===== src/hw/rtl/pwls_pkg.sv =====
// Shared widths, register indexes and stage payload types for the PID core.
// Used by every module under hw/rtl; depends on nothing else.
`default_nettype none

package pwls_pkg;

   localparam int DATA_WIDTH = 16;
   localparam int FRAC_BITS  = 8;
   localparam int ERR_W      = DATA_WIDTH + 1;
   localparam int DIF_W      = ERR_W + 1;
   localparam int ACC_W      = 32;
   localparam int CNT_W      = 17;
   localparam int P_W        = DATA_WIDTH + ERR_W;
   localparam int I_W        = DATA_WIDTH + ACC_W;
   localparam int D_W        = DATA_WIDTH + DIF_W;
   localparam int SUM_W      = I_W + 1;
   localparam int SHF_W      = SUM_W - FRAC_BITS;
   localparam int DRV_W      = SHF_W + 1;
   localparam int CSR_IDX_W  = 4;

   localparam logic [CNT_W-1:0] CNT_MAX = {CNT_W{1'b1}};

   typedef enum logic [CSR_IDX_W-1:0] {
      CSR_KP             = 4'd0,
      CSR_KI             = 4'd1,
      CSR_KD             = 4'd2,
      CSR_FEEDFORWARD    = 4'd3,
      CSR_DRIVE_FLOOR    = 4'd4,
      CSR_DRIVE_CEILING  = 4'd5,
      CSR_DEADBAND       = 4'd6,
      CSR_SETTLE_SAMPLES = 4'd7
   } csr_index_type;

   typedef struct packed {
      logic signed [DATA_WIDTH-1:0] kp;
      logic signed [DATA_WIDTH-1:0] ki;
      logic signed [DATA_WIDTH-1:0] kd;
      logic signed [DATA_WIDTH-1:0] feedforward;
      logic signed [DATA_WIDTH-1:0] drive_floor;
      logic signed [DATA_WIDTH-1:0] drive_ceiling;
      logic        [DATA_WIDTH-1:0] deadband;
      logic        [DATA_WIDTH-1:0] settle_samples;
   } cfg_type;

   // Error stage payload
   typedef struct packed {
      logic signed [ERR_W-1:0] err;
      logic signed [ACC_W-1:0] integ;
      logic signed [DIF_W-1:0] delta;
      logic                    on_target;
   } front_type;

   // Product stage payload
   typedef struct packed {
      logic signed [P_W-1:0] p_term;
      logic signed [I_W-1:0] i_term;
      logic signed [D_W-1:0] d_term;
      logic                  on_target;
   } prod_type;

   // Scaled sum stage payload
   typedef struct packed {
      logic signed [SHF_W-1:0] scaled;
      logic                    on_target;
   } sum_type;

   // Load strobes for the multiply-accumulate stages
   typedef struct packed {
      logic load_prod;
      logic load_sum;
   } stage_ctrl_type;

endpackage

`default_nettype wire


===== src/hw/rtl/pwls_csr.sv =====
// Configuration register file for the PID core.
// Depends on pwls_pkg for the register indexes and cfg_type.
`default_nettype none

module pwls_csr (
   input  wire logic                               clock,
   input  wire logic                               reset,
   input  wire logic                               wr_en,
   input  wire logic [pwls_pkg::CSR_IDX_W-1:0]     wr_index,
   input  wire logic [pwls_pkg::DATA_WIDTH-1:0]    wr_data,
   output pwls_pkg::cfg_type                       cfg
);

   pwls_pkg::cfg_type cfg_ff;
   pwls_pkg::cfg_type cfg_in;

   // Decode the register index; drop writes beyond the list
   always_comb begin
      cfg_in = cfg_ff;
      if (wr_en) begin
         case (wr_index)
            pwls_pkg::CSR_KP:             cfg_in.kp             = wr_data;
            pwls_pkg::CSR_KI:             cfg_in.ki             = wr_data;
            pwls_pkg::CSR_KD:             cfg_in.kd             = wr_data;
            pwls_pkg::CSR_FEEDFORWARD:    cfg_in.feedforward    = wr_data;
            pwls_pkg::CSR_DRIVE_FLOOR:    cfg_in.drive_floor    = wr_data;
            pwls_pkg::CSR_DRIVE_CEILING:  cfg_in.drive_ceiling  = wr_data;
            pwls_pkg::CSR_DEADBAND:       cfg_in.deadband       = wr_data;
            pwls_pkg::CSR_SETTLE_SAMPLES: cfg_in.settle_samples = wr_data;
            default:                      cfg_in                = cfg_ff;
         endcase
      end
   end

   always_ff @(posedge clock) begin
      if (reset) begin
         cfg_ff <= '0;
      end else begin
         cfg_ff <= cfg_in;
      end
   end

   assign cfg = cfg_ff;

endmodule

`default_nettype wire


===== src/hw/rtl/pwls_front.sv =====
// Error stage: error, saturating integral, derivative difference and settle tracking.
// Holds the loop state; depends on pwls_pkg.
`default_nettype none

module pwls_front (
   input  wire logic                                   clock,
   input  wire logic                                   reset,
   input  wire logic                                   accept,
   input  wire logic signed [pwls_pkg::DATA_WIDTH-1:0] sensor,
   input  wire logic signed [pwls_pkg::DATA_WIDTH-1:0] setpoint,
   input  wire logic                                   restart,
   input  wire logic        [pwls_pkg::DATA_WIDTH-1:0] deadband,
   input  wire logic        [pwls_pkg::DATA_WIDTH-1:0] settle_samples,
   output pwls_pkg::front_type                         front_q
);

   localparam int EW = pwls_pkg::ERR_W;
   localparam int AW = pwls_pkg::ACC_W;

   logic signed [AW-1:0]          integ_ff, integ_in, integ_base;
   logic signed [EW-1:0]          prev_ff, prev_base;
   logic                          settling_ff, settling_in, settling_base;
   logic [pwls_pkg::CNT_W-1:0]    count_ff, count_in, count_base;
   pwls_pkg::front_type           front_ff, front_in;

   logic signed [EW-1:0]          err;
   logic [AW:0]                   isum;
   logic [EW-1:0]                 mag;
   logic                          in_band;

   // Form error, integral, difference and settle state for this sample
   always_comb begin
      integ_base    = restart ? '0   : integ_ff;
      prev_base     = restart ? '0   : prev_ff;
      settling_base = restart ? 1'b0 : settling_ff;
      count_base    = restart ? '0   : count_ff;

      err  = {setpoint[pwls_pkg::DATA_WIDTH-1], setpoint}
           - {sensor[pwls_pkg::DATA_WIDTH-1], sensor};
      isum = {integ_base[AW-1], integ_base} + {{(AW + 1 - EW){err[EW-1]}}, err};
      if (isum[AW] != isum[AW-1]) begin
         integ_in = isum[AW] ? {1'b1, {(AW - 1){1'b0}}} : {1'b0, {(AW - 1){1'b1}}};
      end else begin
         integ_in = isum[AW-1:0];
      end

      mag     = err[EW-1] ? (~err + 1'b1) : err;
      in_band = mag < {1'b0, deadband};

      front_in.err       = err;
      front_in.integ     = integ_in;
      front_in.delta     = {err[EW-1], err} - {prev_base[EW-1], prev_base};
      front_in.on_target = 1'b0;
      settling_in        = 1'b0;
      count_in           = '0;
      if (in_band) begin
         settling_in = 1'b1;
         if (settling_base) begin
            count_in           = (count_base == pwls_pkg::CNT_MAX) ? count_base
                                                                   : count_base + 1'b1;
            front_in.on_target = count_in > {1'b0, settle_samples};
         end
      end
   end

   // Advance the loop state on each transfer
   always_ff @(posedge clock) begin
      if (reset) begin
         integ_ff    <= '0;
         prev_ff     <= '0;
         settling_ff <= 1'b0;
         count_ff    <= '0;
      end else if (accept) begin
         integ_ff    <= integ_in;
         prev_ff     <= err;
         settling_ff <= settling_in;
         count_ff    <= count_in;
      end
   end

   // Hold the stage payload
   always_ff @(posedge clock) begin
      if (accept) begin
         front_ff <= front_in;
      end
   end

   assign front_q = front_ff;

   a_restart_integ: assert property (@(posedge clock) disable iff (reset)
      accept && restart |=>
         front_ff.integ == {{(AW - EW){front_ff.err[EW-1]}}, front_ff.err})
      else $error("integral after restart differs from the error");

   a_restart_delta: assert property (@(posedge clock) disable iff (reset)
      accept && restart |=> front_ff.delta == {front_ff.err[EW-1], front_ff.err})
      else $error("difference after restart differs from the error");

   a_zero_band: assert property (@(posedge clock) disable iff (reset)
      accept && deadband == '0 |=> !front_ff.on_target)
      else $error("on target flagged with a zero deadband");

endmodule

`default_nettype wire


===== src/hw/rtl/pwls_mac.sv =====
// Multiply and accumulate stages: three gain products, then their scaled sum.
// Depends on pwls_pkg for the stage payload types.
`default_nettype none

module pwls_mac (
   input  wire logic                 clock,
   input  pwls_pkg::stage_ctrl_type  ctrl,
   input  pwls_pkg::cfg_type         cfg,
   input  pwls_pkg::front_type       front_q,
   output pwls_pkg::sum_type         sum_q
);

   localparam int SW = pwls_pkg::SUM_W;

   pwls_pkg::prod_type   prod_ff, prod_in;
   pwls_pkg::sum_type    sum_ff, sum_in;
   logic signed [SW-1:0] total;

   // Form the three products in parallel
   always_comb begin
      prod_in.p_term    = $signed(cfg.kp) * $signed(front_q.err);
      prod_in.i_term    = $signed(cfg.ki) * $signed(front_q.integ);
      prod_in.d_term    = $signed(cfg.kd) * $signed(front_q.delta);
      prod_in.on_target = front_q.on_target;
   end

   // Add the products and drop the fraction bits (floor)
   always_comb begin
      total = {{(SW - pwls_pkg::P_W){prod_ff.p_term[pwls_pkg::P_W-1]}}, prod_ff.p_term}
            + {{(SW - pwls_pkg::I_W){prod_ff.i_term[pwls_pkg::I_W-1]}}, prod_ff.i_term}
            + {{(SW - pwls_pkg::D_W){prod_ff.d_term[pwls_pkg::D_W-1]}}, prod_ff.d_term};
      sum_in.scaled    = total[SW-1:pwls_pkg::FRAC_BITS];
      sum_in.on_target = prod_ff.on_target;
   end

   always_ff @(posedge clock) begin
      if (ctrl.load_prod) begin
         prod_ff <= prod_in;
      end
      if (ctrl.load_sum) begin
         sum_ff <= sum_in;
      end
   end

   assign sum_q = sum_ff;

endmodule

`default_nettype wire


===== src/hw/rtl/pwls_out.sv =====
// Output stage: feedforward offset, saturation to the drive width and limit clamp.
// Depends on pwls_pkg for cfg_type and sum_type.
`default_nettype none

module pwls_out (
   input  wire logic                                    clock,
   input  wire logic                                    reset,
   input  wire logic                                    load,
   input  pwls_pkg::cfg_type                            cfg,
   input  pwls_pkg::sum_type                            sum_q,
   output logic signed [pwls_pkg::DATA_WIDTH-1:0]       drive,
   output logic                                         on_target
);

   localparam int DW = pwls_pkg::DATA_WIDTH;
   localparam int RW = pwls_pkg::DRV_W;
   localparam int XW = pwls_pkg::SHF_W;

   logic signed [DW-1:0] drive_ff, drive_in, sat_val;
   logic                 on_target_ff;
   logic [RW-1:0]        total;
   logic [RW-DW:0]       high_bits;

   // Add the offset, saturate, then clamp when either limit is set
   always_comb begin
      total     = {{(RW - XW){sum_q.scaled[XW-1]}}, sum_q.scaled}
                + {{(RW - DW){cfg.feedforward[DW-1]}}, cfg.feedforward};
      high_bits = total[RW-1:DW-1];
      if ((&high_bits) || !(|high_bits)) begin
         sat_val = total[DW-1:0];
      end else begin
         sat_val = total[RW-1] ? {1'b1, {(DW - 1){1'b0}}} : {1'b0, {(DW - 1){1'b1}}};
      end
      drive_in = sat_val;
      if (cfg.drive_floor != '0 || cfg.drive_ceiling != '0) begin
         if (sat_val < cfg.drive_floor) begin
            drive_in = cfg.drive_floor;
         end else if (sat_val > cfg.drive_ceiling) begin
            drive_in = cfg.drive_ceiling;
         end
      end
   end

   always_ff @(posedge clock) begin
      if (load) begin
         drive_ff     <= drive_in;
         on_target_ff <= sum_q.on_target;
      end
   end

   assign drive     = drive_ff;
   assign on_target = on_target_ff;

   a_clamp_range: assert property (@(posedge clock) disable iff (reset)
      load && (cfg.drive_floor != '0 || cfg.drive_ceiling != '0)
           && cfg.drive_floor <= cfg.drive_ceiling |=>
         drive_ff >= $past(cfg.drive_floor) && drive_ff <= $past(cfg.drive_ceiling))
      else $error("clamped drive outside the limits");

endmodule

`default_nettype wire


===== src/hw/rtl/pid_with_limits_and_settle_core.sv =====
// PID controller with feedforward, output limits and settle detection: top level.
// Instantiates pwls_csr, pwls_front, pwls_mac and pwls_out; depends on pwls_pkg.
//
//   channel | direction | transfer when           | carries
//   req     | in        | req_tvalid & req_tready | tdata {setpoint, sensor}, tuser restart
//   rsp     | out       | rsp_tvalid & rsp_tready | tdata drive, tuser on_target
//   csr     | in        | csr_valid & csr_ready   | csr_index, csr_data (always ready)
//
// One sample is taken per cycle while the result side is not stalled; its result is
// presented once it has passed the error, product, sum and output registers.
// Loop state (integral, last error, settle count) updates in the error stage, so a
// new sample can follow in the very next cycle.
// Each stage moves on when the one after it is empty or moving, so a stalled result
// lets earlier stages fill; up to four samples are held in flight.
// Reset clears the gains, limits, loop state and all stage valid flags.
`default_nettype none

module pid_with_limits_and_settle_core (
   input  wire logic                                clock,
   input  wire logic                                reset,
   // slave side
   input  wire logic                                req_tvalid,
   output logic                                     req_tready,
   input  wire logic [2*pwls_pkg::DATA_WIDTH-1:0]   req_tdata,  // [15:0] sensor, [31:16] setpoint
   input  wire logic                                req_tuser,  // [0] restart
   // master side
   output logic                                     rsp_tvalid,
   input  wire logic                                rsp_tready,
   output logic [pwls_pkg::DATA_WIDTH-1:0]          rsp_tdata,  // [15:0] drive
   output logic                                     rsp_tuser,  // [0] on_target
   // configuration writes
   input  wire logic                                csr_valid,
   output logic                                     csr_ready,
   input  wire logic [pwls_pkg::CSR_IDX_W-1:0]      csr_index,
   input  wire logic [pwls_pkg::DATA_WIDTH-1:0]     csr_data
);

   localparam int DW = pwls_pkg::DATA_WIDTH;

   pwls_pkg::cfg_type        cfg;
   pwls_pkg::front_type      front_q;
   pwls_pkg::sum_type        sum_q;
   pwls_pkg::stage_ctrl_type mac_ctrl;

   logic front_vld_ff, prod_vld_ff, sum_vld_ff, rsp_vld_ff;
   logic take_front, take_prod, take_sum, take_rsp;
   logic accept;
   logic signed [DW-1:0] drive;
   logic on_target;

   // Each stage may load when it is empty or its contents move on
   always_comb begin
      take_rsp   = !rsp_vld_ff || rsp_tready;
      take_sum   = !sum_vld_ff || take_rsp;
      take_prod  = !prod_vld_ff || take_sum;
      take_front = !front_vld_ff || take_prod;
      accept     = req_tvalid && take_front;
      mac_ctrl.load_prod = take_prod && front_vld_ff;
      mac_ctrl.load_sum  = take_sum && prod_vld_ff;
   end

   // Advance the stage valid flags
   always_ff @(posedge clock) begin
      if (reset) begin
         front_vld_ff <= 1'b0;
         prod_vld_ff  <= 1'b0;
         sum_vld_ff   <= 1'b0;
         rsp_vld_ff   <= 1'b0;
      end else begin
         if (take_front) front_vld_ff <= req_tvalid;
         if (take_prod)  prod_vld_ff  <= front_vld_ff;
         if (take_sum)   sum_vld_ff   <= prod_vld_ff;
         if (take_rsp)   rsp_vld_ff   <= sum_vld_ff;
      end
   end

   pwls_csr u_csr (
      .clock    (clock),
      .reset    (reset),
      .wr_en    (csr_valid),
      .wr_index (csr_index),
      .wr_data  (csr_data),
      .cfg      (cfg)
   );

   pwls_front u_front (
      .clock          (clock),
      .reset          (reset),
      .accept         (accept),
      .sensor         (req_tdata[DW-1:0]),
      .setpoint       (req_tdata[2*DW-1:DW]),
      .restart        (req_tuser),
      .deadband       (cfg.deadband),
      .settle_samples (cfg.settle_samples),
      .front_q        (front_q)
   );

   pwls_mac u_mac (
      .clock   (clock),
      .ctrl    (mac_ctrl),
      .cfg     (cfg),
      .front_q (front_q),
      .sum_q   (sum_q)
   );

   pwls_out u_out (
      .clock     (clock),
      .reset     (reset),
      .load      (take_rsp && sum_vld_ff),
      .cfg       (cfg),
      .sum_q     (sum_q),
      .drive     (drive),
      .on_target (on_target)
   );

   assign req_tready = take_front;
   assign rsp_tvalid = rsp_vld_ff;
   assign rsp_tdata  = drive;
   assign rsp_tuser  = on_target;
   assign csr_ready  = 1'b1;

   a_full_stall: assert property (@(posedge clock) disable iff (reset)
      front_vld_ff && prod_vld_ff && sum_vld_ff && rsp_vld_ff && !rsp_tready
         |-> !req_tready)
      else $error("sample taken while every stage is stalled");

   a_drain: assert property (@(posedge clock) disable iff (reset)
      rsp_vld_ff && rsp_tready && !sum_vld_ff |=> !rsp_tvalid)
      else $error("result repeated after its transfer");

endmodule

`default_nettype wire


===== config.mk =====
export PLATFORM = sky130hd
export DESIGN_NAME = pid_with_limits_and_settle_core
export DESIGN_NICKNAME = d
export VERILOG_FILES = /design/src/hw/rtl/pwls_pkg.sv /design/src/hw/rtl/pwls_csr.sv /design/src/hw/rtl/pwls_front.sv /design/src/hw/rtl/pwls_mac.sv /design/src/hw/rtl/pwls_out.sv /design/src/hw/rtl/pid_with_limits_and_settle_core.sv
export SDC_FILE = /design/constraint.sdc
export NUM_CORES = 2
export LEC_CHECK = 0
export BUFFER_PORTS_ARGS = -buffer_cell sky130_fd_sc_hd__buf_2
export CORE_MARGIN = 4
export CORE_UTILIZATION = 40
export DETAILED_ROUTE_END_ITERATION = 8
export SLEW_MARGIN = 10
export SYNTH_ARGS = -nofsm -noshare
export SYNTH_HDL_FRONTEND = slang
export SYNTH_HIERARCHICAL = 1
export SYNTH_SLANG_ARGS = --single-unit

===== constraint.sdc =====
create_clock -name clock -period 8.9 [get_ports clock]
set_input_delay 1.335 -clock clock [delete_from_list [all_inputs] [get_ports clock]]
set_output_delay 1.335 -clock clock [all_outputs]
set_load 0.01 [all_outputs]

==> results.py <==
metrics = {
    "timing": {
        "min_period_ps": 8150,
        "period_share_pct": 91.57,
        "worst_pin_slew_ps": 1158,
        "hold_viol_final": 0,
        "rsz0062_at_grt": "no",
        "setup_ws_ps": 749.9,
        "clock.fmax_ghz": 0.1227,
        "finalSetupTns_ps": 0,
        "skew_ps": 31.09,
        "hold_slack_ps": 417.0,
        "slew_headroom_pct": 22.83,
        "finalMaxSlewViolations": 0,
        "finalSetupViolCount": 0,
    },
    "synthesis": {
        "ys_top_cells_by_area": "fa_1 (33%), edfxtp_1 (11%), ha_1 (9.4%)",
        "ys.flop_type": "edfxtp_1",
        "ys_async_sr_fraction_pct": 0,
        "post-synth-top-count-cell": "inv_1",
        "synth_area_per_cell_sq_um": 9.374,
        "ys_seq_area_share_pct": 16.92,
        "syn-num-nets": 8771,
        "synth-edff-count": 243,
        "synth_top_cell_by_area": "fa_1",
        "synth.distinct_cells": 129,
        "syn_area_sq_um": 66660,
        "synthCells": 7111,
        "yosysTopAreaCellShare_pct": 33.13,
        "ys_seq_elements": 442,
        "yosysWarnings": 6,
        "synth_commonest_cells": "inv_1 (1,330), fa_1 (1,103), nand2_1 (831)",
    },
    "place": {
        "place.gp.congestion": 0.8889,
        "port_buffers": 76,
        "dp_slack_ps": 817.2,
        "post-dp-hpwl_um": 143800,
    },
    "setup_path": {
        "cp-start-kind": "flop",
        "cp.arrival_ps": 8500,
        "required_ps": 9250,
        "crit_type": "flop to flop",
        "cp_max_fo": 18,
        "crit_path_end_kind": "flop",
    },
    "pwr": {
        "leakagePower_nw": 33.71,
        "powerDensity_nw_per_um2": 109.0,
        "irDropWorstVdd_mv": 0.1075,
        "power_mw": 7.723,
    },
    "clock_tree": {
        "clk_latency_ps": 660,
        "htree_num_levels": 2,
        "cts-root-buf": "clkbuf_16",
        "cts_buffer_depth": 3,
        "cts_tree": "yes",
        "hold_buffers": 0,
        "post-cts-setup-buffer-count": 0,
        "cts_resized": 0,
        "cts_made_buffers": 55,
        "cts.sinks": 442,
        "clkTransAtPathRegs_ps": 60,
    },
    "detailed_routing": {
        "viasPerCell": 5.213,
        "vias": 48240,
        "post_drt_wl_per_cell_um": 19.93,
        "routed_wl_um": 184400,
        "dr.first_iter.drc_count": 3278,
        "firstDrtPassIters": 5,
        "drcViolationCount": 0,
        "final_antenna_net_count": 0,
    },
    "global_routing": {
        "grt_pass1_wl_um": 294000,
        "grt_max_degree": 78,
        "track_usage_pct": 21.55,
        "antenna_found_initial": 10,
        "first_global_vias": 51260,
        "gr-total-overflow": 0,
    },
    "die": {
        "start_util_pct": 40.31,
        "ioPinCount": 78,
        "die_w_um": 416.2,
        "core_sq_um": 165400,
        "dieArea_sq_um": 173200,
        "die_h_um": 416.2,
        "rows": 149,
    },
    "layout": {
        "final_util_pct": 42.84,
        "drive_gt1_share_pct": 4.987,
        "fin_nets": 8675,
        "area_delta_synth_final_pct": 6.290,
    },
    "status": {
        "status": "finished, final reports clean",
    },
    "min_path": {
        "holdCritPathClass": "flop to flop",
    },
    "flow_run": {
        "max_cap_viol_count": 0,
    },
}
==> per-stage QoR <==
stage          cells  area (sq um)
6_report        9255         70850
5_1_grt         9249         70830
4_1_cts         9248         70830
3_5_place_dp    9147         68980
3_3_place_gp    9147         68980
2_1_floorplan   7111         66660
==> cell type report <==
type | count | area (sq um)
Antenna cell | 7 | 17.52
Clock buffer | 72 | 1555
Tap cell | 2189 | 2739
Timing Repair Buffer | 139 | 855.8
Sequential cell | 442 | 11280
Fill cell | 16070 | 94510
Inverter | 1335 | 5011
Multi-Input combinational cell | 5042 | 49090
Clock inverter | 29 | 299.0
==> critical path: stages, from the launching register on <==
cell,delay (ps)
dfxtp_1,760
buf_4,320
ha_1,310
a21oi_1,240
o21ai_0,130
a21oi_1,290
o22ai_1,110
or3_1,350
buf_4,220
inv_2,110
nand4_1,100
nor4_1,220
nand4_1,150
or4b_4,550
nand2_1,160
buf_4,300
mux2i_1,320
inv_1,100
ha_1,300
a21o_1,180
a21oi_1,220
o21ai_0,150
a2111oi_0,550
nand2_1,170
nor2_1,120
a211o_1,460
or2_1,730
o221ai_1,220
==> final timing paths <==
| kind | endpoint | cells after the start | slack, ps | start |
|---|---|---|---|---|
| hold / removal | u_out/on_target | 0 | 420 | u_mac/sum_q[0] |
| setup reg to reg | u_out/drive[7] | 27 | 750 | u_csr/cfg[79] |
| hold reg to reg | u_out/on_target | 0 | 420 | u_mac/sum_q[0] |
| setup / recovery | u_out/drive[7] | 27 | 750 | u_csr/cfg[79] |
==> layer usage <==
layer  routed length (um)  GRT usage [%]  share of wire [%]  vias to the layer above
li1                     -              -                  -                    22250
met1                81300          29.06                 44                    24560
met2                87480          36.29                 47                     1209
met3                10980          3.377                6.0                      230
met4                 4667          5.466                2.5                        2
met5                   12              0             0.0065                        -
==> kinds of logic after synthesis <==
| logic type | synth area share (%) |
|---|---|
| and+or+nand+nor | 15.77 |
| muxes | 2.519 |
| DFF | 16.92 |
| AOI/OAI and AO/OA | 9.344 |
| adders and majority gates | 42.49 |
| buffers and inverters | 9.457 |
| other | 0.005626 |
| xor gates and xnor gates | 3.484 |
==> where the power goes <==
group | internal, mW | switching [mW] | leakage, nW
clock network | 1.36 | 0.982 | 0.927
logic | 0.930 | 1.58 | 28.8
registers | 2.41 | 0.465 | 3.96
total | 4.70 | 3.02 | 33.7
==> cell usage in the layout, fill, tap and decap left out, drive strengths merged, types with 11 or more instances in the layout <==
master,synthesis,routed
o21a,48,48
a211oi,67,67
a22o,13,13
nand3,57,57
nor4,22,22
nand2b,210,210
nand4,53,53
and2,434,434
a21boi,13,13
xor2,79,79
fa,1103,1103
and3,26,26
xnor2,184,184
a31oi,28,28
a21oi,245,245
o31ai,11,11
ha,499,499
o221ai,19,19
edfxtp,243,243
nand2,837,837
clkbuf,225,72
nor2,280,280
o211ai,23,23
a21o,112,112
nor3,43,43
buf,65,139
inv,1333,1344
or3,18,18
mux2i,164,164
o21ai,191,191
dfxtp,199,199
o21bai,26,26
a211o,11,11
nor2b,75,75
clkinv,2,16
==> registers in the layout, summed over array words and instances (netlist names), 16 cells and up <==
register,cells
u_front/prev_ff,17
u_out/drive,16
u_csr/cfg,128
u_front/integ_ff,32
u_mac/prod_ff,116
u_mac/sum_q,42
u_front/front_q,68
u_front/count_ff,17
Power figures use the tool's default switching activity.
